<file path="src/rtl/core/sls_pkg.sv">
// ----------------------------------------------------------------------------
// sls_pkg
// Shared types, constants and the sequencer program for the load search.
// ----------------------------------------------------------------------------
package sls_pkg;

	localparam int WEIGHT_W = 16;
	localparam int LOAD_W   = 20;
	localparam int SUM_W    = LOAD_W + 1;
	localparam int MASK_W   = 32;
	localparam int IDX_W    = 5;
	localparam int CNT_W    = 6;
	localparam int STEP_W   = 4;

	typedef struct packed {
		logic [WEIGHT_W-1:0] weight;
		logic                is_last;
	} item_t;

	typedef struct packed {
		logic [LOAD_W-1:0] best_load;
		logic [MASK_W-1:0] chosen_mask;
		logic              too_many;
	} result_t;

	typedef logic [STEP_W-1:0] step_t;

	// program steps
	localparam step_t S_IDLE  = 4'd0;
	localparam step_t S_INIT  = 4'd1;
	localparam step_t S_VISIT = 4'd2;
	localparam step_t S_FETCH = 4'd3;
	localparam step_t S_INCL  = 4'd4;
	localparam step_t S_EXCL  = 4'd5;
	localparam step_t S_EXGO  = 4'd6;
	localparam step_t S_LEAF  = 4'd7;
	localparam step_t S_POP   = 4'd8;
	localparam step_t S_RET   = 4'd9;
	localparam step_t S_UNINC = 4'd10;
	localparam step_t S_UNBD  = 4'd11;
	localparam step_t S_DONE  = 4'd12;

	// jump conditions
	typedef enum logic [2:0] {
		C_NEXT,
		C_ALWAYS,
		C_NO_START,
		C_LEAF,
		C_NOFIT,
		C_NO_EXCL,
		C_D_ZERO,
		C_BD_SET
	} cond_t;

	// datapath operations
	typedef enum logic [3:0] {
		OP_NONE,
		OP_INIT,
		OP_INCL,
		OP_SET_BD,
		OP_DEPTH_UP,
		OP_LEAF,
		OP_DEPTH_DN,
		OP_UNINC,
		OP_CLR_BD,
		OP_EMIT
	} op_t;

	typedef struct packed {
		op_t   op;
		cond_t cond;
		step_t target;
		logic  rd;
	} ucode_t;

	// control store: jump to target when cond holds, else fall through
	function automatic ucode_t ucode_rom(input step_t pc);
		ucode_t w;
		case (pc)
			S_IDLE:  w = '{op: OP_NONE,     cond: C_NO_START, target: S_IDLE,  rd: 1'b0};
			S_INIT:  w = '{op: OP_INIT,     cond: C_NEXT,     target: S_IDLE,  rd: 1'b0};
			S_VISIT: w = '{op: OP_NONE,     cond: C_LEAF,     target: S_LEAF,  rd: 1'b1};
			S_FETCH: w = '{op: OP_NONE,     cond: C_NOFIT,    target: S_EXCL,  rd: 1'b0};
			S_INCL:  w = '{op: OP_INCL,     cond: C_ALWAYS,   target: S_VISIT, rd: 1'b0};
			S_EXCL:  w = '{op: OP_SET_BD,   cond: C_NO_EXCL,  target: S_POP,   rd: 1'b0};
			S_EXGO:  w = '{op: OP_DEPTH_UP, cond: C_ALWAYS,   target: S_VISIT, rd: 1'b0};
			S_LEAF:  w = '{op: OP_LEAF,     cond: C_NEXT,     target: S_IDLE,  rd: 1'b0};
			S_POP:   w = '{op: OP_DEPTH_DN, cond: C_D_ZERO,   target: S_DONE,  rd: 1'b0};
			S_RET:   w = '{op: OP_NONE,     cond: C_BD_SET,   target: S_UNBD,  rd: 1'b1};
			S_UNINC: w = '{op: OP_UNINC,    cond: C_ALWAYS,   target: S_EXCL,  rd: 1'b0};
			S_UNBD:  w = '{op: OP_CLR_BD,   cond: C_ALWAYS,   target: S_POP,   rd: 1'b0};
			S_DONE:  w = '{op: OP_EMIT,     cond: C_ALWAYS,   target: S_IDLE,  rd: 1'b0};
			default: w = '{op: OP_NONE,     cond: C_ALWAYS,   target: S_IDLE,  rd: 1'b0};
		endcase
		return w;
	endfunction

endpackage

</file>
<file path="src/rtl/core/sls_ram.sv">
// ----------------------------------------------------------------------------
// sls_ram
// Generic simple dual-port RAM, one write and one registered read port.
// ----------------------------------------------------------------------------
module sls_ram #(
	parameter int WIDTH = 16,
	parameter int DEPTH = 32
) (
	input  logic                                       clk,
	input  logic                                       we,
	input  logic [(DEPTH > 1 ? $clog2(DEPTH) : 1)-1:0] waddr,
	input  logic [WIDTH-1:0]                           wdata,
	input  logic                                       re,
	input  logic [(DEPTH > 1 ? $clog2(DEPTH) : 1)-1:0] raddr,
	output logic [WIDTH-1:0]                           rdata
);

	logic [WIDTH-1:0] mem_q [DEPTH];

	always_ff @(posedge clk) begin
		if (we) begin
			mem_q[waddr] <= wdata;
		end
		// output holds while no read is issued
		if (re) begin
			rdata <= mem_q[raddr];
		end
	end

endmodule

</file>
<file path="src/rtl/core/subset_load_search.sv">
// ----------------------------------------------------------------------------
// subset_load_search
// Loads item weights, then runs a depth-first include-first search for the
// largest total load that fits the capacity, under a microcoded sequencer.
// ----------------------------------------------------------------------------
//
//  channel  | signals                        | transfer
//  ---------+--------------------------------+-------------------------------
//  input    | start, busy, item              | start high while busy low
//  result   | done, result                   | done high, one cycle, no stall
//  config   | cfg_valid, cfg_ready, cfg_data | cfg_valid and cfg_ready high
//
//  weights arrive one per accepted transfer; the item marked is_last starts
//  the search; a leaf runs steps VISIT and LEAF, an inner node VISIT, FETCH,
//  INCL for the load-item branch, EXCL and EXGO for the leave-item branch,
//  and POP, RET and UNINC or UNBD on each return, with a weight store read
//  ahead of every fit check and every back out; up to 2^(N+1)-1 tree nodes
//  for N stored items; a setup step before the search, an emit step after it;
//  the result strobe comes in the first idle cycle, when busy is already low
//  busy stays high through the search; reset clears all control state, the
//  weight store is not cleared; the result receiver cannot stall
//
module subset_load_search #(
	parameter int MAX_ITEMS = 32
) (
	input  logic                         clk,
	input  logic                         arst_n,
	// item transfer
	input  logic                         start,
	output logic                         busy,
	input  sls_pkg::item_t               item,
	// result transfer
	output logic                         done,
	output sls_pkg::result_t             result,
	// capacity register write
	input  logic                         cfg_valid,
	output logic                         cfg_ready,
	input  logic [sls_pkg::LOAD_W-1:0]   cfg_data
);

	localparam int AW = (MAX_ITEMS > 1) ? $clog2(MAX_ITEMS) : 1;

	// sequencer
	sls_pkg::step_t  pc_q;
	sls_pkg::ucode_t uw;
	logic            jump;

	// datapath registers
	logic [sls_pkg::LOAD_W-1:0]   capacity_q;
	logic [sls_pkg::CNT_W-1:0]    count_q;
	logic                         ovf_q;
	logic [sls_pkg::CNT_W-1:0]    depth_q;
	logic [sls_pkg::MASK_W-1:0]   path_q;
	logic [sls_pkg::MASK_W-1:0]   bd_q;
	logic [sls_pkg::SUM_W-1:0]    load_q;
	logic [sls_pkg::LOAD_W-1:0]   best_q;
	logic                         best_valid_q;
	logic [sls_pkg::MASK_W-1:0]   best_path_q;
	logic                         done_q;
	sls_pkg::result_t             result_q;

	// store access
	logic                         accept;
	logic                         store_we;
	logic [sls_pkg::WEIGHT_W-1:0] rdata;
	logic [sls_pkg::IDX_W-1:0]    didx;

	// conditions
	logic [sls_pkg::SUM_W-1:0]    fit_sum;
	logic                         fits;
	logic                         no_excl;
	logic                         is_leaf;

	assign uw        = sls_pkg::ucode_rom(pc_q);
	assign busy      = (pc_q != sls_pkg::S_IDLE);
	assign cfg_ready = 1'b1;
	assign done      = done_q;
	assign result    = result_q;

	assign accept   = start && !busy;
	assign store_we = accept && (count_q < sls_pkg::CNT_W'(MAX_ITEMS));
	assign didx     = depth_q[sls_pkg::IDX_W-1:0];

	// load + weight against capacity; a weight is added to load only when the sum fits
	assign fit_sum = load_q + sls_pkg::SUM_W'(rdata);
	assign fits    = (fit_sum <= sls_pkg::SUM_W'(capacity_q));
	// leave-item branch only while no best exists yet or capacity is above the best so far
	assign no_excl = best_valid_q && !(capacity_q > best_q);
	assign is_leaf = (depth_q >= count_q);

	always_comb begin
		case (uw.cond)
			sls_pkg::C_NEXT:     jump = 1'b0;
			sls_pkg::C_ALWAYS:   jump = 1'b1;
			sls_pkg::C_NO_START: jump = !(accept && item.is_last);
			sls_pkg::C_LEAF:     jump = is_leaf;
			sls_pkg::C_NOFIT:    jump = !fits;
			sls_pkg::C_NO_EXCL:  jump = no_excl;
			sls_pkg::C_D_ZERO:   jump = (depth_q == '0);
			sls_pkg::C_BD_SET:   jump = bd_q[didx];
			default:             jump = 1'b1;
		endcase
	end

	sls_ram #(
		.WIDTH (sls_pkg::WEIGHT_W),
		.DEPTH (MAX_ITEMS)
	) u_store (
		.clk   (clk),
		.we    (store_we),
		.waddr (count_q[AW-1:0]),
		.wdata (item.weight),
		.re    (uw.rd),
		.raddr (depth_q[AW-1:0]),
		.rdata (rdata)
	);

	always_ff @(posedge clk or negedge arst_n) begin
		if (!arst_n) begin
			pc_q         <= sls_pkg::S_IDLE;
			capacity_q   <= '0;
			count_q      <= '0;
			ovf_q        <= 1'b0;
			depth_q      <= '0;
			path_q       <= '0;
			bd_q         <= '0;
			load_q       <= '0;
			best_q       <= '0;
			best_valid_q <= 1'b0;
			best_path_q  <= '0;
			done_q       <= 1'b0;
			result_q     <= '0;
		end else begin
			pc_q   <= jump ? uw.target : pc_q + 1'b1;
			done_q <= 1'b0;

			if (cfg_valid && cfg_ready) begin
				capacity_q <= cfg_data;
			end

			// weight transfer: store it, or flag a full store
			if (accept) begin
				if (store_we) begin
					count_q <= count_q + 1'b1;
				end else begin
					ovf_q <= 1'b1;
				end
			end

			case (uw.op)
				sls_pkg::OP_NONE: begin
				end
				sls_pkg::OP_INIT: begin
					depth_q      <= '0;
					path_q       <= '0;
					bd_q         <= '0;
					load_q       <= '0;
					best_q       <= '0;
					best_valid_q <= 1'b0;
					best_path_q  <= '0;
				end
				sls_pkg::OP_INCL: begin
					path_q[didx] <= 1'b1;
					load_q       <= fit_sum;
					depth_q      <= depth_q + 1'b1;
				end
				sls_pkg::OP_SET_BD: begin
					bd_q[didx] <= 1'b1;
				end
				sls_pkg::OP_DEPTH_UP: begin
					depth_q <= depth_q + 1'b1;
				end
				sls_pkg::OP_LEAF: begin
					// strictly larger wins, ties keep the first leaf
					if (!best_valid_q || (load_q > sls_pkg::SUM_W'(best_q))) begin
						best_q       <= load_q[sls_pkg::LOAD_W-1:0];
						best_path_q  <= path_q;
						best_valid_q <= 1'b1;
					end
				end
				sls_pkg::OP_DEPTH_DN: begin
					depth_q <= depth_q - 1'b1;
				end
				sls_pkg::OP_UNINC: begin
					// back out of the load-item branch
					load_q       <= load_q - sls_pkg::SUM_W'(rdata);
					path_q[didx] <= 1'b0;
				end
				sls_pkg::OP_CLR_BD: begin
					bd_q[didx] <= 1'b0;
				end
				sls_pkg::OP_EMIT: begin
					done_q               <= 1'b1;
					result_q.best_load   <= best_q;
					result_q.chosen_mask <= best_path_q;
					result_q.too_many    <= ovf_q;
					count_q              <= '0;
					ovf_q                <= 1'b0;
					depth_q              <= '0;
					path_q               <= '0;
					bd_q                 <= '0;
					load_q               <= '0;
				end
				default: begin
				end
			endcase
		end
	end

endmodule
</file>
<file path="config.mk">
export PLATFORM = sky130hd
export DESIGN_NAME = subset_load_search
export DESIGN_NICKNAME = d
export VERILOG_FILES = /design/src/rtl/core/sls_pkg.sv /design/src/rtl/core/sls_ram.sv /design/src/rtl/core/subset_load_search.sv
export SDC_FILE = /design/constraint.sdc
export NUM_CORES = 1
export LEC_CHECK = 0
export ABC_CLOCK_PERIOD_IN_PS = 9800
export BUFFER_PORTS_ARGS = -buffer_cell sky130_fd_sc_hd__buf_2
export CAP_MARGIN = 20
export CORE_MARGIN = 1
export CORE_UTILIZATION = 45
export CTS_CLUSTER_SIZE = 14
export DETAILED_ROUTE_END_ITERATION = 16
export PLACE_DENSITY_LB_ADDON = 0.1
export SLEW_MARGIN = 20
export SYNTH_ARGS = -nofsm -noshare
export SYNTH_HDL_FRONTEND = slang
export SYNTH_HIERARCHICAL = 1
export SYNTH_SLANG_ARGS = --single-unit
export TNS_END_PERCENT = 1
</file>
<file path="constraint.sdc">
create_clock -name clk -period 9.8 [get_ports clk]
set_input_delay 0.98 -clock clk [delete_from_list [all_inputs] [get_ports clk]]
set_output_delay 0.98 -clock clk [all_outputs]
set_load 0.005 [all_outputs]
</file>
Word-level counts from Yosys, hierarchy flattened --
Memories as Yosys holds them, arrays and structs flattened. A register that Yosys moved wholly into a read port is not among the register bits. Cells that the tools add are included.
Storage, ports and cells: input bits 41, logic and storage cells 103, bits in read-only memories 192, bits in writable memories 512, register bits after elaboration 229, memories 2
Memory list:
- u_store.mem_q | words 32, width 16, rd ports 1, clocked after Yosys merged registers in 1, write ports 1, line sls_ram.sv:18 | logic [WIDTH-1:0] mem_q [DEPTH];
- (name not given) | words 16, width 12, rd ports 1, clocked after Yosys merged registers in 0, write ports 0, line sls_pkg.sv:79 | case (pc)
Operators by class: order comparisons 7, add/sub/neg operators 6, reduce and logical (&&, ||, !) cells 25, equal/unequal tests 18, bitwise gates (word level) 5, muxes and demuxes 25
Operators with widths (count):
- 32-bit case mux with 3 select lines | 2
- 32-bit AND | 2
- 32-bit OR | 2
- 32-bit case mux with 2 select lines | 1
- 21-bit case mux with 3 select lines | 1
- 20-bit case mux with 2 select lines | 1
- 32-bit 2-to-1 mux | 1
- 32-bit NOT | 1
- 21-bit by 16-bit adder with 21-bit output | 1
- 21-bit by 20-bit > comparator with 1-bit output | 1
- 21-bit by 20-bit less-or-equal comparator with 1-bit output | 1
- 21-bit by 16-bit subtractor with 21-bit output | 1
- 20-bit > comparator | 1
- 20-bit 2-to-1 mux | 1
- 6-bit 2-to-1 mux | 3
- 6-bit case mux with 3 select lines | 1
- 4-bit by 3-bit == test with 1-bit output (second input constant) | 4
- 6-bit by 1-bit adder with 6-bit output (second input constant) | 2
- 3-bit == test (second input constant) | 4
- 1-bit 2-to-1 mux | 9
- 3-bit nonzero test | 3
- 4-bit by 2-bit == test with 1-bit output (second input constant) | 2
- 4-bit == test (second input constant) | 2
- 1-bit case mux with 8 select lines | 1
- 24 further kinds | 38

Longest topological paths before layout --
Gate-level depths: netlist (run 1).
word-level depth 7, gate-level depth with buffers 20, depth with buffers taken out 20

Cells and area by module --
The synthesis (run 1) kept the hierarchy.
By module, submodules not included:
- sls_ram | times used 1, cells an instance 1143, area each 20696.1 um2, sequential area each 15855.2 um2
- subset_load_search | times used 1, cells an instance 1493, area each 13530.5 um2, sequential area each 5730.5 um2

Worst setup path before layout (run 1) --
OpenSTA, ideal clock, no wires.
kind register to register, start register load_q[0] (netlist name), end register pc_q[1], setup slack 5866 ps, data required time 9676 ps, path buffers 0, stages on the path, launching flop included 20, library setup time 124 ps, arrival 3810 ps, cell sequence dfrtp_1 > ha_1 > inv_1 > fa_1 > nor2_2 > o311ai_2 > a21oi_1 > a311o_1 > a21oi_1 > o21bai_1 > xnor2_1 > inv_1 > ha_1 > nand4_1 > nor4_1 > o31ai_1 > a31oi_1 > o31ai_4 > and2_4 > o31a_1
On the way: longest elaborated chain between the ends 5
RTL lines:
- start, declared | line subset_load_search.sv:55 | logic [sls_pkg::SUM_W-1:0] load_q;
- start signal, assigned | line subset_load_search.sv:164 | load_q <= fit_sum;
- start signal, assigned | line subset_load_search.sv:186 | load_q <= load_q - sls_pkg::SUM_W'(rdata);
- 21-bit by 16-bit adder with 21-bit output | line subset_load_search.sv:85 | assign fit_sum = load_q + sls_pkg::SUM_W'(rdata);
- 21-bit by 20-bit less-or-equal comparator with 1-bit output | line subset_load_search.sv:86 | assign fits = (fit_sum <= sls_pkg::SUM_W'(capacity_q));
- 1-bit zero test | line subset_load_search.sv:97 | sls_pkg::C_NOFIT: jump = !fits;
- 1-bit case mux with 8 select lines | line subset_load_search.sv:92 | case (uw.cond)
- 4-bit 2-to-1 mux | line subset_load_search.sv:134 | pc_q <= jump ? uw.target : pc_q + 1'b1;
- end signal, assigned | line subset_load_search.sv:120 | pc_q <= sls_pkg::S_IDLE;
- end signal, assigned | line subset_load_search.sv:134
- end, declared | line subset_load_search.sv:44 | sls_pkg::step_t pc_q;
No other way between the ends. A chain may end at the register's enable or synchronous reset.

Worst setup path in the final report (run 1) --
start register load_q[8] (netlist name), end register pc_q[3]
The elaborated chain is that of the path after synthesis.

==> results of run 1 <==
==> cell type report <==
cell class	count	area, um2
Antenna cell	1	2.50
Clock buffer	108	2210
Clock inverter	39	418
Fill cell	6408	36700
Inverter	139	522
Multi-Input combinational cell	1594	11300
Sequential cell	757	21600
Tap cell	969	1210
Timing Repair Buffer	145	881
==> per-layer routing <==
metal	wire, um	vias up	track usage [%]
li1	-	9932	-
met1	37800	10500	29.5
met2	40400	504	36.2
met3	3900	145	3.43
met4	2710	4	7.42
met5	21	-	0
==> worst paths after layout <==
| check | from | endpoint | slack [ns] | cells after the start |
|---|---|---|---|---|
| setup / recovery | load_q[8]$_DFFE_PN0P_ | pc_q[3]$_DFF_PN0_ | 5.21 | 15 |
| hold / removal | arst_n | load_q[6]$_DFFE_PN0P_ | 0.37 | 1 |
| setup reg to reg | load_q[8]$_DFFE_PN0P_ | pc_q[3]$_DFF_PN0_ | 5.21 | 15 |
| hold reg to reg | result[27]$_DFFE_PN0P_ | result[27]$_DFFE_PN0P_ | 0.47 | 2 |
| max in group asynchronous | arst_n | bd_q[6]$_DFFE_PN0P_ | 7.87 | 2 |
| min in group clk | result[27]$_DFFE_PN0P_ | result[27]$_DFFE_PN0P_ | 0.47 | 2 |
==> state kept, by name (all words and copies together), names as in the netlist <==
name	cells
u_store/mem_q	512
best_q	20
path_q	32
capacity_q	20
result	53
u_store/rdata	16
load_q	21
depth_q	6
pc_q	4
bd_q	32
ovf_q	1
best_path_q	32
done	1
best_valid_q	1
count_q	6
==> power breakdown <==
| part | switching, mW | internal (mW) |
|---|---|---|
| clock | 1.25 | 1.78 |
| combinational | 2.34 | 1.29 |
| sequential | 0.221 | 3.65 |
| total | 3.81 | 6.72 |
==> synthesized netlist by cell type, types with 6 or more instances <==
cell / instances / share of area (%)
buf_6: 7 / 0.23
mux2i_1: 320 / 9.4
nor2b_1: 14 / 0.26
nand4_1: 30 / 0.55
nor4_1: 7 / 0.13
inv_1: 137 / 1.5
nand3_1: 54 / 0.79
nand2b_1: 15 / 0.27
edfxtp_1: 528 / 46
nor2_1: 123 / 1.3
nor3_1: 40 / 0.58
o21a_1: 8 / 0.18
buf_8: 6 / 0.26
buf_4: 20 / 0.44
a22o_1: 66 / 1.7
a211oi_1: 40 / 0.88
ha_1: 108 / 3.9
clkbuf_1: 67 / 0.73
a21o_1: 18 / 0.39
a31oi_1: 25 / 0.46
a21oi_1: 112 / 1.6
o21ai_0: 112 / 1.6
o22ai_1: 8 / 0.15
buf_2: 35 / 0.51
a22oi_1: 70 / 1.5
o211ai_1: 7 / 0.15
nand3b_1: 9 / 0.20
dfrtp_1: 229 / 17
xnor2_1: 29 / 0.74
nand2_1: 275 / 3.0
==> logic make-up (layout without fill, tap and decap cells) <==
family,count (synthesis),in the layout
buf+inv,285,431
mux,326,326
xor+xnor,32,32
flops,757,757
simple gates,596,596
compound gates,528,528
other cells,1,2
fa+ha+maj,111,111
==> stage by stage <==
stage                     total power [mW]  setup WS, ns  instance area (um2)  cells
final                                 10.5          5.21                38100   3752
after global routing                  11.1          4.93                38100   3751
after CTS                             10.6          5.26                38100   3751
after detailed placement              7.58          5.27                35500   3604
after global placement                7.53          5.33                35500   3602
after floorplan                       6.50          5.87                34200   2636
==> reports/results.tsv, run 1 <==
stage	metric	value	unit
logic_synthesis	gate count after technology mapping	2636	
logic_synthesis	proportion of synthesized chip area in sequential cells	63.1	%
logic_synthesis	Synth Area in Simple Gates	7.82	%
clock_network	Reg clk slew, reported paths	0.06	ns
logic_synthesis	Post-Synthesis Cell Area	34200	um2
sta	RSZ-0062 raised after global routing	false	
sta	Final Setup Violations	0	
die	count of standard-cell rows	100	
logic_synthesis	number of flip-flops and latches in the synthesized netlist	757	
die	vertical die dimension	278	um
logic_synthesis	Synth cell types	86	
cells_and_area	fraction of final layout cells sized beyond drive strength 1	10.9	%
global_route	total track usage	21.9	%
logic_synthesis	average cell area after synthesis	13.0	um2
logic_synthesis	count of flip-flops with a built-in enable after synthesis	528	
clock_network	number of clock sinks seen by CTS	757	
routing	detailed-route DRC error count	0	
power_and_ir_drop	peak supply drop	210	uV
worst_hold_path	type of the worst min-delay path	input port to asynchronous set/reset pin	
clock_network	clock root buffer	clkbuf_16	
setup_path	critical-path cell list	ha_1, nor2b_1, o21a_1, o311ai_0, o2111ai_1, a31oi_1, nor3_1, xnor2_1, ha_1, a2111o_1, a211oi_1, a31oi_1, o31ai_4, and2_4, o221ai_1	
routing	final antenna-violating net count	0	
setup_path	data required time of the worst path	10.28	ns
routing	total iterations of the first detailed-routing run	7	
placed_design	count of port buffers added during placement	95	
logic_synthesis	Async S/R FF share, synth	30.3	%
routing	total wire length after detailed routing	84.8	mm
clock_network	clock insertion delay at the later pin of the skew report	0.63	ns
logic_synthesis	Synth Area in XOR/XNOR	0.819	%
setup_path	type of the worst setup path	register to register	
flow_run	maximum capacitance violations	0	
global_route	via count of the first global-routing pass	21100	
die	area enclosed by the die boundary	77200	um2
power_and_ir_drop	Leakage Power	14.6	nW
setup_path	worst endpoint data arrival time	5.07	ns
setup_path	Crit path max-delay family	compound AO/OA/AOI/OAI gates	
setup_path	number of buffer and inverter instances along the worst setup path	0	
power_and_ir_drop	areal power density over the cells	276	nW/um2
die	I/O pin count	97	
clock_network	maximum level of the CTS H-tree	3	
logic_synthesis	count of synthesis-stage warnings from yosys	6	
logic_synthesis	ys flop type	edfxtp_1	
setup_path	maximum fanout along the worst path	9	
sta	final worst-path cycle share	46.9	%
clock_network	Post CTS Setup Buffer Count	0	
setup_path	Worst setup SP type	register	
cells_and_area	share of the core filled with cells in the final layout	51.0	%
cells_and_area	most frequent cells in the layout	528 x edfxtp_1, 320 x mux2i_1, 274 x nand2_1	
sta	transition time at the pin with the least slew margin	1.12	ns
logic_synthesis	compound-cell area share of the yosys netlist	10.4	%
logic_synthesis	adder and majority gate portion of the synthesized area	4.12	%
placed_design	Final Wtd Congestion	0.888	
sta	hold violation count in the final report	0	
sta	worst-case clock skew	0.0330	ns
logic_synthesis	mux share of post-synthesis cell area	9.72	%
global_route	number of antenna violations at the first check in global routing	3	
cells_and_area	commonest non-fill, non-tap cell in the layout	edfxtp_1	
setup_path	capturing element type of the critical path	register	
routing	via/cell ratio	5.63	
sta	Max Clk Rate	218	MHz
clock_network	clock tree from TritonCTS	yes	
setup_path	largest stage delay on the critical path	0.50	ns
routing	count of vias placed by the detailed router	21100	
cells_and_area	Net count, final	2871	
logic_synthesis	Synthesized Nets	2788	
sta	Hold Slack	0.371	ns
logic_synthesis	largest family of logic cells by synthesized area	compound AO/OA/AOI/OAI gates	
clock_network	Post-CTS Resized	0	
die	Horiz. Die Dim	278	um
sta	min cycle time layout	4.59	ns
clock_network	CTS max path bufs	3	
setup_path	highest-delay cell along the critical path	o311ai_0	
global_route	GRT Residual Overflow	0	
cells_and_area	P&R area growth vs syn	11.5	%
clock_network	hold-fix buffer count after cts	0	
routing	wire length per cell	22.6	um
sta	total negative setup slack	0	ns
die	Placeable Area	74800	um2
global_route	largest net degree at the start of global routing	136	
routing	initial detailed-routing violation count	1409	
sta	Max transition margin	25.5	%
placed_design	total half-perimeter wirelength after legalization and detailed placement	52.8	mm
global_route	first-pass GRT wire length	128	mm
die	effective utilization at floorplan	45.7	%
clock_network	CTS buffer count	82	
outcome	status	completed	
sta	Final Max Tran Viols	0	
Power figures use the tool's default switching activity.
==> run 2: changes to the inputs <==
--- a/config.mk
+++ b/config.mk
@@ -5,7 +5,7 @@
 export SDC_FILE = /design/constraint.sdc
 export NUM_CORES = 1
 export LEC_CHECK = 0
-export ABC_CLOCK_PERIOD_IN_PS = 9800
+export ABC_CLOCK_PERIOD_IN_PS = 3800
 export BUFFER_PORTS_ARGS = -buffer_cell sky130_fd_sc_hd__buf_2
 export CAP_MARGIN = 20
 export CORE_MARGIN = 1
==> constraint.sdc (replaced) <==
create_clock -name clk -period 3.8 [get_ports clk]
set_input_delay 0.38 -clock clk [delete_from_list [all_inputs] [get_ports clk]]
set_output_delay 0.38 -clock clk [all_outputs]
set_load 0.005 [all_outputs]
==> run 2 against run 1 <==
The run now ends with setup timing left. Register-to-register slack got worse by 5.4 ns. Die area did not move. Largest power group is now combinational logic. Design area rose by 4.1%. Non-clock buffer count rose by 141.
==> reports/results.tsv, run 2 (synthesis gave the netlist of run 1 again) <==
stage	metric	value	unit
sta	min cycle time layout	3.95	ns
placed_design	Placed Cells	3727	
die	area enclosed by the die boundary	77200	um2
cells_and_area	antenna cell count	0	
sta	final worst-path cycle share	104	%
global_route	via count of the first global-routing pass	22000	
setup_path	capturing element type of the critical path	register	
global_route	number of antenna violations at the first check in global routing	1	
flow_run	maximum capacitance violations	0	
setup_path	Crit path max-delay family	compound AO/OA/AOI/OAI gates	
die	effective utilization at floorplan	45.7	%
routing	detailed-route DRC error count	0	
global_route	first-pass GRT wire length	132	mm
sta	Worst Setup Slack, final	-0.154	ns
placed_design	Placement Cell Area	36600	um2
setup_path	Worst setup SP type	register	
sta	transition time at the pin with the least slew margin	0.965	ns
sta	Final Max Tran Viols	0	
die	count of standard-cell rows	100	
clock_network	clock tree from TritonCTS	yes	
setup_path	cell repeated most along the worst path	buf_4	
cells_and_area	Net count, final	3014	
clock_network	CTS buffer count	84	
cells_and_area	share of the core filled with cells in the final layout	53.1	%
setup_path	worst endpoint data arrival time	4.46	ns
routing	final antenna-violating net count	0	
clock_network	CTS max path bufs	3	
die	I/O pin count	97	
setup_path	type of the worst setup path	register to register	
power_and_ir_drop	Leakage Power	15.4	nW
clock_network	number of clock sinks seen by CTS	757	
setup_path	largest stage delay on the critical path	0.39	ns
cells_and_area	Post-Layout Cell Count	3895	
routing	total wire length after detailed routing	86.5	mm
routing	total iterations of the first detailed-routing run	5	
die	Horiz. Die Dim	278	um
clock_network	Reg clk slew, reported paths	0.06	ns
cells_and_area	P&R area growth vs syn	16.1	%
setup_path	data required time of the worst path	4.31	ns
cells_and_area	summed area of non-filler cells in the final layout	39700	um2
setup_path	maximum fanout along the worst path	5	
clock_network	clock root buffer	clkbuf_16	
sta	Max Clk Rate	253	MHz
cells_and_area	most frequent cells in the layout	528 x edfxtp_1, 320 x mux2i_1, 275 x nand2_1	
clock_network	clock insertion delay at the later pin of the skew report	0.64	ns
power_and_ir_drop	PnR Total Power	28.9	mW
outcome	violated checks	setup timing	
cells_and_area	Reg with most FFs	u_store/mem_q	
placed_design	total half-perimeter wirelength after legalization and detailed placement	55.5	mm
die	vertical die dimension	278	um
routing	initial detailed-routing violation count	1491	
placed_design	Final Wtd Congestion	0.814	
power_and_ir_drop	areal power density over the cells	727	nW/um2
routing	wire length per cell	22.2	um
power_and_ir_drop	peak supply drop	390	uV
global_route	total track usage	22.5	%
outcome	status	finished with violations	
clock_network	maximum level of the CTS H-tree	3	
cells_and_area	fraction of final layout cells sized beyond drive strength 1	15.3	%
routing	via/cell ratio	5.57	
sta	Max transition margin	35.7	%
worst_hold_path	type of the worst min-delay path	input port to register	
sta	Final Setup Violations	4	
die	Placeable Area	74800	um2
setup_path	register-to-register setup slack	-0.15	ns
cells_and_area	count of filler cells inserted in the layout	6337	
setup_path	number of buffer and inverter instances along the worst setup path	4	
placed_design	count of port buffers added during placement	95	
routing	count of vias placed by the detailed router	21700	
cells_and_area	max reg flops	512	
global_route	GRT Residual Overflow	0	
global_route	largest net degree at the start of global routing	120	
cells_and_area	commonest non-fill, non-tap cell in the layout	edfxtp_1	
setup_path	critical-path cell list	ha_2, inv_2, fa_2, nor2_4, o311ai_4, a21oi_2, a311o_1, buf_4, buf_4, xnor2_1, ha_1, nand4_1, nor4_2, nand3_1, o21ai_2, a31oi_2, o31ai_4, buf_4, nand4b_1, o211ai_1	
setup_path	highest-delay cell along the critical path	edfxtp_1	
sta	worst-case clock skew	0.0501	ns
sta	RSZ-0062 raised after global routing	true	
sta	hold violation count in the final report	0	
## run 2: cell count changes in the layout (fill, tap and decap cells not counted), sizes merged
cell	delta
buf	+124
bufinv	+7
clkinv	-6
diode	-1
dlygate4sd3	+17
inv	+2
## run 2: per-stage QoR
stage | worst slack, ns | setup TNS [ns] | hold slack (ns)
after detailed placement | -0.468 | -1.78 | 0.453
after global routing | -0.361 | -1.27 | 0.0213
after CTS | -0.179 | -0.606 | 0.00223
final | -0.154 | -0.524 | 0.0341
after floorplan | -0.00814 | -0.00814 | 0.0844
after global placement | -0.412 | -1.57 | 0.453
## run 2: final timing paths
kind                                            start                   endpoint  cells after the start
max                        u_store/rdata[0]$_DFFE_PP_          pc_q[2]$_DFF_PN0_                     20
min                                       cfg_data[9]  capacity_q[9]$_DFFE_PN0P_                      3
min reg2reg                     result[5]$_DFFE_PN0P_      result[5]$_DFFE_PN0P_                      2
min in group asynchronous                      arst_n     result[35]$_DFFE_PN0P_                      2
max reg2reg                u_store/rdata[0]$_DFFE_PP_          pc_q[2]$_DFF_PN0_                     20
max in group asynchronous                      arst_n     load_q[14]$_DFFE_PN0P_                      3
## run 2: per-layer routing
| layer | track usage, % | up-vias | routed length [um] |
|---|---|---|---|
| li1 | - | 10200 | - |
| met1 | 29.6 | 10800 | 38100 |
| met2 | 37.8 | 560 | 41700 |
| met3 | 2.80 | 147 | 3640 |
| met4 | 8.74 | 2 | 3080 |
| met5 | 0 | - | 11 |
## run 2: final cells by class
class	instances	area, um2	area share [%]
Timing Repair Buffer	286	2120	5.35
Inverter	139	522	1.31
Clock inverter	42	627	1.58
Multi-Input combinational cell	1594	11400	28.7
Sequential cell	757	21600	54.4
Tap cell	969	1210	3.05
Clock buffer	108	2260	5.70
## run 2: worst min-delay path, cell delays in order
cell	delay, ns
buf_2	0.08
nand2_1	0.08
o21ai_0	0.08
## run 2: timing repair
action / CTS / global route
pin swaps: 15 / 2
endpoints found under the setup margin: 4 / 4
buffers inserted: 2 / 0
hold endpoints to repair: 133 / 0
gates resized for setup: 15 / 7
hold buffers: 17 / 0
## run 2: report_power, final
group | switching (mW) | total [mW] | internal, mW
combinational | 6.33 | 10.5 | 4.15
clock | 3.32 | 8.49 | 5.17
sequential | 0.471 | 9.89 | 9.42
total | 10.1 | 28.9 | 18.7
==> run 3: changes to the inputs <==
--- a/config.mk
+++ b/config.mk
@@ -8,6 +8,7 @@
 export ABC_CLOCK_PERIOD_IN_PS = 3800
 export BUFFER_PORTS_ARGS = -buffer_cell sky130_fd_sc_hd__buf_2
 export CAP_MARGIN = 20
+export CORE_ASPECT_RATIO = 0.75
 export CORE_MARGIN = 1
 export CORE_UTILIZATION = 45
 export CTS_CLUSTER_SIZE = 14
==> run 3 against run 2 <==
The flow still finishes with violations (setup timing). Highest routed layer is now met4. Final cell count is 1.4% higher. Clock power is 10% lower. Clock-buffer cell count unchanged. Sequential cell count unchanged. Critical path depth unchanged. Setup slack worse by 0.059 ns. First-iteration DRC count rose by 16%. Non-clock buffer count rose by 12. Clock skew decreased by 0.022 ns. Core utilization down 0.43 points.
==> reports/results.tsv, run 3 (synthesis gave the netlist of run 1 again) <==
stage	metric	value	unit
outcome	status	finished with violations	
outcome	violated checks	setup timing	
setup_path	launching element of the worst setup path	u_store/rdata[0]$_DFFE_PP_	
sta	Hold Slack	0.267	ns
sta	Final Setup Violations	4	
sta	RSZ-0062 raised after global routing	true	
global_route	first-pass GRT wire length	134	mm
routing	met3 WL	5.57	mm
worst_hold_path	worst min-delay path startpoint	start	
clock_network	Reg clk slew, reported paths	0.06	ns
clock_network	clock tree from TritonCTS	yes	
die	vertical die dimension	241	um
setup_path	type of the worst setup path	register to register	
die	effective utilization at floorplan	45.5	%
global_route	via count of the first global-routing pass	21400	
flow_run	maximum capacitance violations	0	
setup_path	number of buffer and inverter instances along the worst setup path	3	
setup_path	Crit path max-delay family	compound AO/OA/AOI/OAI gates	
placed_design	Placement Cell Area	36600	um2
setup_path	data required time of the worst path	4.33	ns
die	Horiz. Die Dim	320	um
routing	wire length per cell	22.7	um
cells_and_area	P&R area growth vs syn	15.7	%
cells_and_area	most frequent cells in the layout	528 x edfxtp_1, 320 x mux2i_1, 275 x nand2_1	
routing	initial detailed-routing violation count	1737	
routing	detailed-route DRC error count	0	
placed_design	Final Wtd Congestion	0.890	
cells_and_area	commonest non-fill, non-tap cell in the layout	edfxtp_1	
setup_path	largest stage delay on the critical path	0.40	ns
sta	final worst-path cycle share	106	%
clock_network	clock root buffer	clkbuf_16	
routing	total wire length after detailed routing	89.8	mm
cells_and_area	count of filler cells inserted in the layout	6369	
setup_path	Worst setup SP type	register	
cells_and_area	Net count, final	3020	
cells_and_area	fraction of final layout cells sized beyond drive strength 1	15.3	%
setup_path	register-to-register setup slack	-0.21	ns
clock_network	maximum level of the CTS H-tree	3	
cells_and_area	summed area of non-filler cells in the final layout	39600	um2
routing	Met1 Routed Length	43.6	mm
global_route	largest net degree at the start of global routing	85	
sta	hold violation count in the final report	0	
sta	Max Clk Rate	249	MHz
cells_and_area	antenna cell count	0	
routing	final antenna-violating net count	0	
clock_network	CTS max path bufs	3	
routing	via/cell ratio	5.61	
setup_path	critical-path cell list	ha_2, inv_2, fa_2, nor2_4, o311ai_4, a21oi_2, a311o_1, a21oi_1, o21bai_1, xnor2_2, inv_1, ha_4, nand4_1, buf_4, nor2_1, a211oi_2, a31oi_2, o31ai_4, and2_4, o31a_1	
setup_path	capturing element type of the critical path	register	
clock_network	CTS buffer count	78	
sta	transition time at the pin with the least slew margin	0.986	ns
sta	worst-case clock skew	0.0282	ns
routing	count of vias placed by the detailed router	22200	
sta	Worst Setup Slack, final	-0.214	ns
die	area enclosed by the die boundary	77200	um2
placed_design	total half-perimeter wirelength after legalization and detailed placement	58.0	mm
die	count of standard-cell rows	87	
setup_path	maximum fanout along the worst path	4	
sta	Max transition margin	34.2	%
placed_design	pre-CTS setup slack	-0.460	ns
setup_path	highest-delay cell along the critical path	edfxtp_1	
clock_network	number of clock sinks seen by CTS	757	
setup_path	Crit Reg-Reg Startpoint	u_store/rdata[0]$_DFFE_PP_	
clock_network	clock insertion delay at the later pin of the skew report	0.64	ns
global_route	GRT Residual Overflow	0	
power_and_ir_drop	Leakage Power	15.3	nW
routing	total iterations of the first detailed-routing run	5	
setup_path	worst endpoint data arrival time	4.54	ns
placed_design	count of port buffers added during placement	95	
global_route	number of antenna violations at the first check in global routing	1	
power_and_ir_drop	peak supply drop	374	uV
cells_and_area	Reg with most FFs	u_store/mem_q	
routing	met2 wire length	38.7	mm
power_and_ir_drop	areal power density over the cells	720	nW/um2
global_route	total track usage	23.3	%
worst_hold_path	type of the worst min-delay path	input port to register	
die	I/O pin count	97	
die	Placeable Area	75200	um2
cells_and_area	share of the core filled with cells in the final layout	52.7	%
cells_and_area	max reg flops	512	
routing	uppermost metal layer occupied by signal nets	met4	
sta	min cycle time layout	4.01	ns
sta	Final Max Tran Viols	0	
[run 3: cell types whose count changed in the layout (fill, tap and decap cells not counted), sizes merged]
cell / previous run / this run
clkinvlp: 1 / 2
dlygate4sd3: 17 / 21
buf: 269 / 277
clkinv: 24 / 20
bufinv: 14 / 6
[run 3: layout make-up]
| cell class | count | area [um2] | share of cell area (%) |
|---|---|---|---|
| Inverter | 139 | 522 | 1.32 |
| Multi-Input combinational cell | 1594 | 11500 | 29.1 |
| Clock inverter | 31 | 342 | 0.862 |
| Sequential cell | 757 | 21600 | 54.5 |
| Timing Repair Buffer | 298 | 2200 | 5.56 |
| Clock buffer | 108 | 2160 | 5.45 |
| Tap cell | 1023 | 1280 | 3.23 |
[run 3: metrics by stage]
stage	instances	setup TNS, ns	total power [mW]
final	3950	-0.770	28.5
after global routing	3950	-1.66	30.0
after CTS	3948	-0.981	28.4
after detailed placement	3784	-1.67	20.5
after global placement	3784	-1.60	20.4
after floorplan	2636	-0.00814	16.8
[run 3: power breakdown]
group / leakage [nW] / internal, mW / switching (mW)
combinational: 6.25 / 4.38 / 6.64
clock: 1.21 / 4.39 / 3.22
sequential: 7.85 / 9.42 / 0.488
[run 3: timing repair]
item | 4_1_cts | 5_1_grt
pin swaps | 10 | 8
buffers inserted | 4 | 2
resized for setup | 13 | 28
endpoints found under the hold margin | 100 | 0
hold buffers | 21 | 0
setup endpoints to repair | 4 | 6
cloned | 0 | 0
[run 3: final timing paths]
check	depth (start not counted)	to
hold reg to reg	2	result[26]$_DFFE_PN0P_
min in group asynchronous	2	load_q[13]$_DFFE_PN0P_
setup / recovery	20	pc_q[1]$_DFF_PN0_
setup reg to reg	20	pc_q[1]$_DFF_PN0_
hold / removal	4	ovf_q$_DFFE_PN0P_
max in group asynchronous	3	load_q[1]$_DFFE_PN0P_
[run 3: worst min-delay path, stage by stage]
cell	delay, ns
buf_2	0.11
and3_1	0.21
a21oi_1	0.08
nor2_1	0.08
[run 3: metal layers]
metal | GRT usage [%] | up-vias
li1 | - | 10200
met1 | 35.7 | 11200
met2 | 33.8 | 603
met3 | 4.44 | 123
met4 | 5.77 | 0
met5 | 0 | -
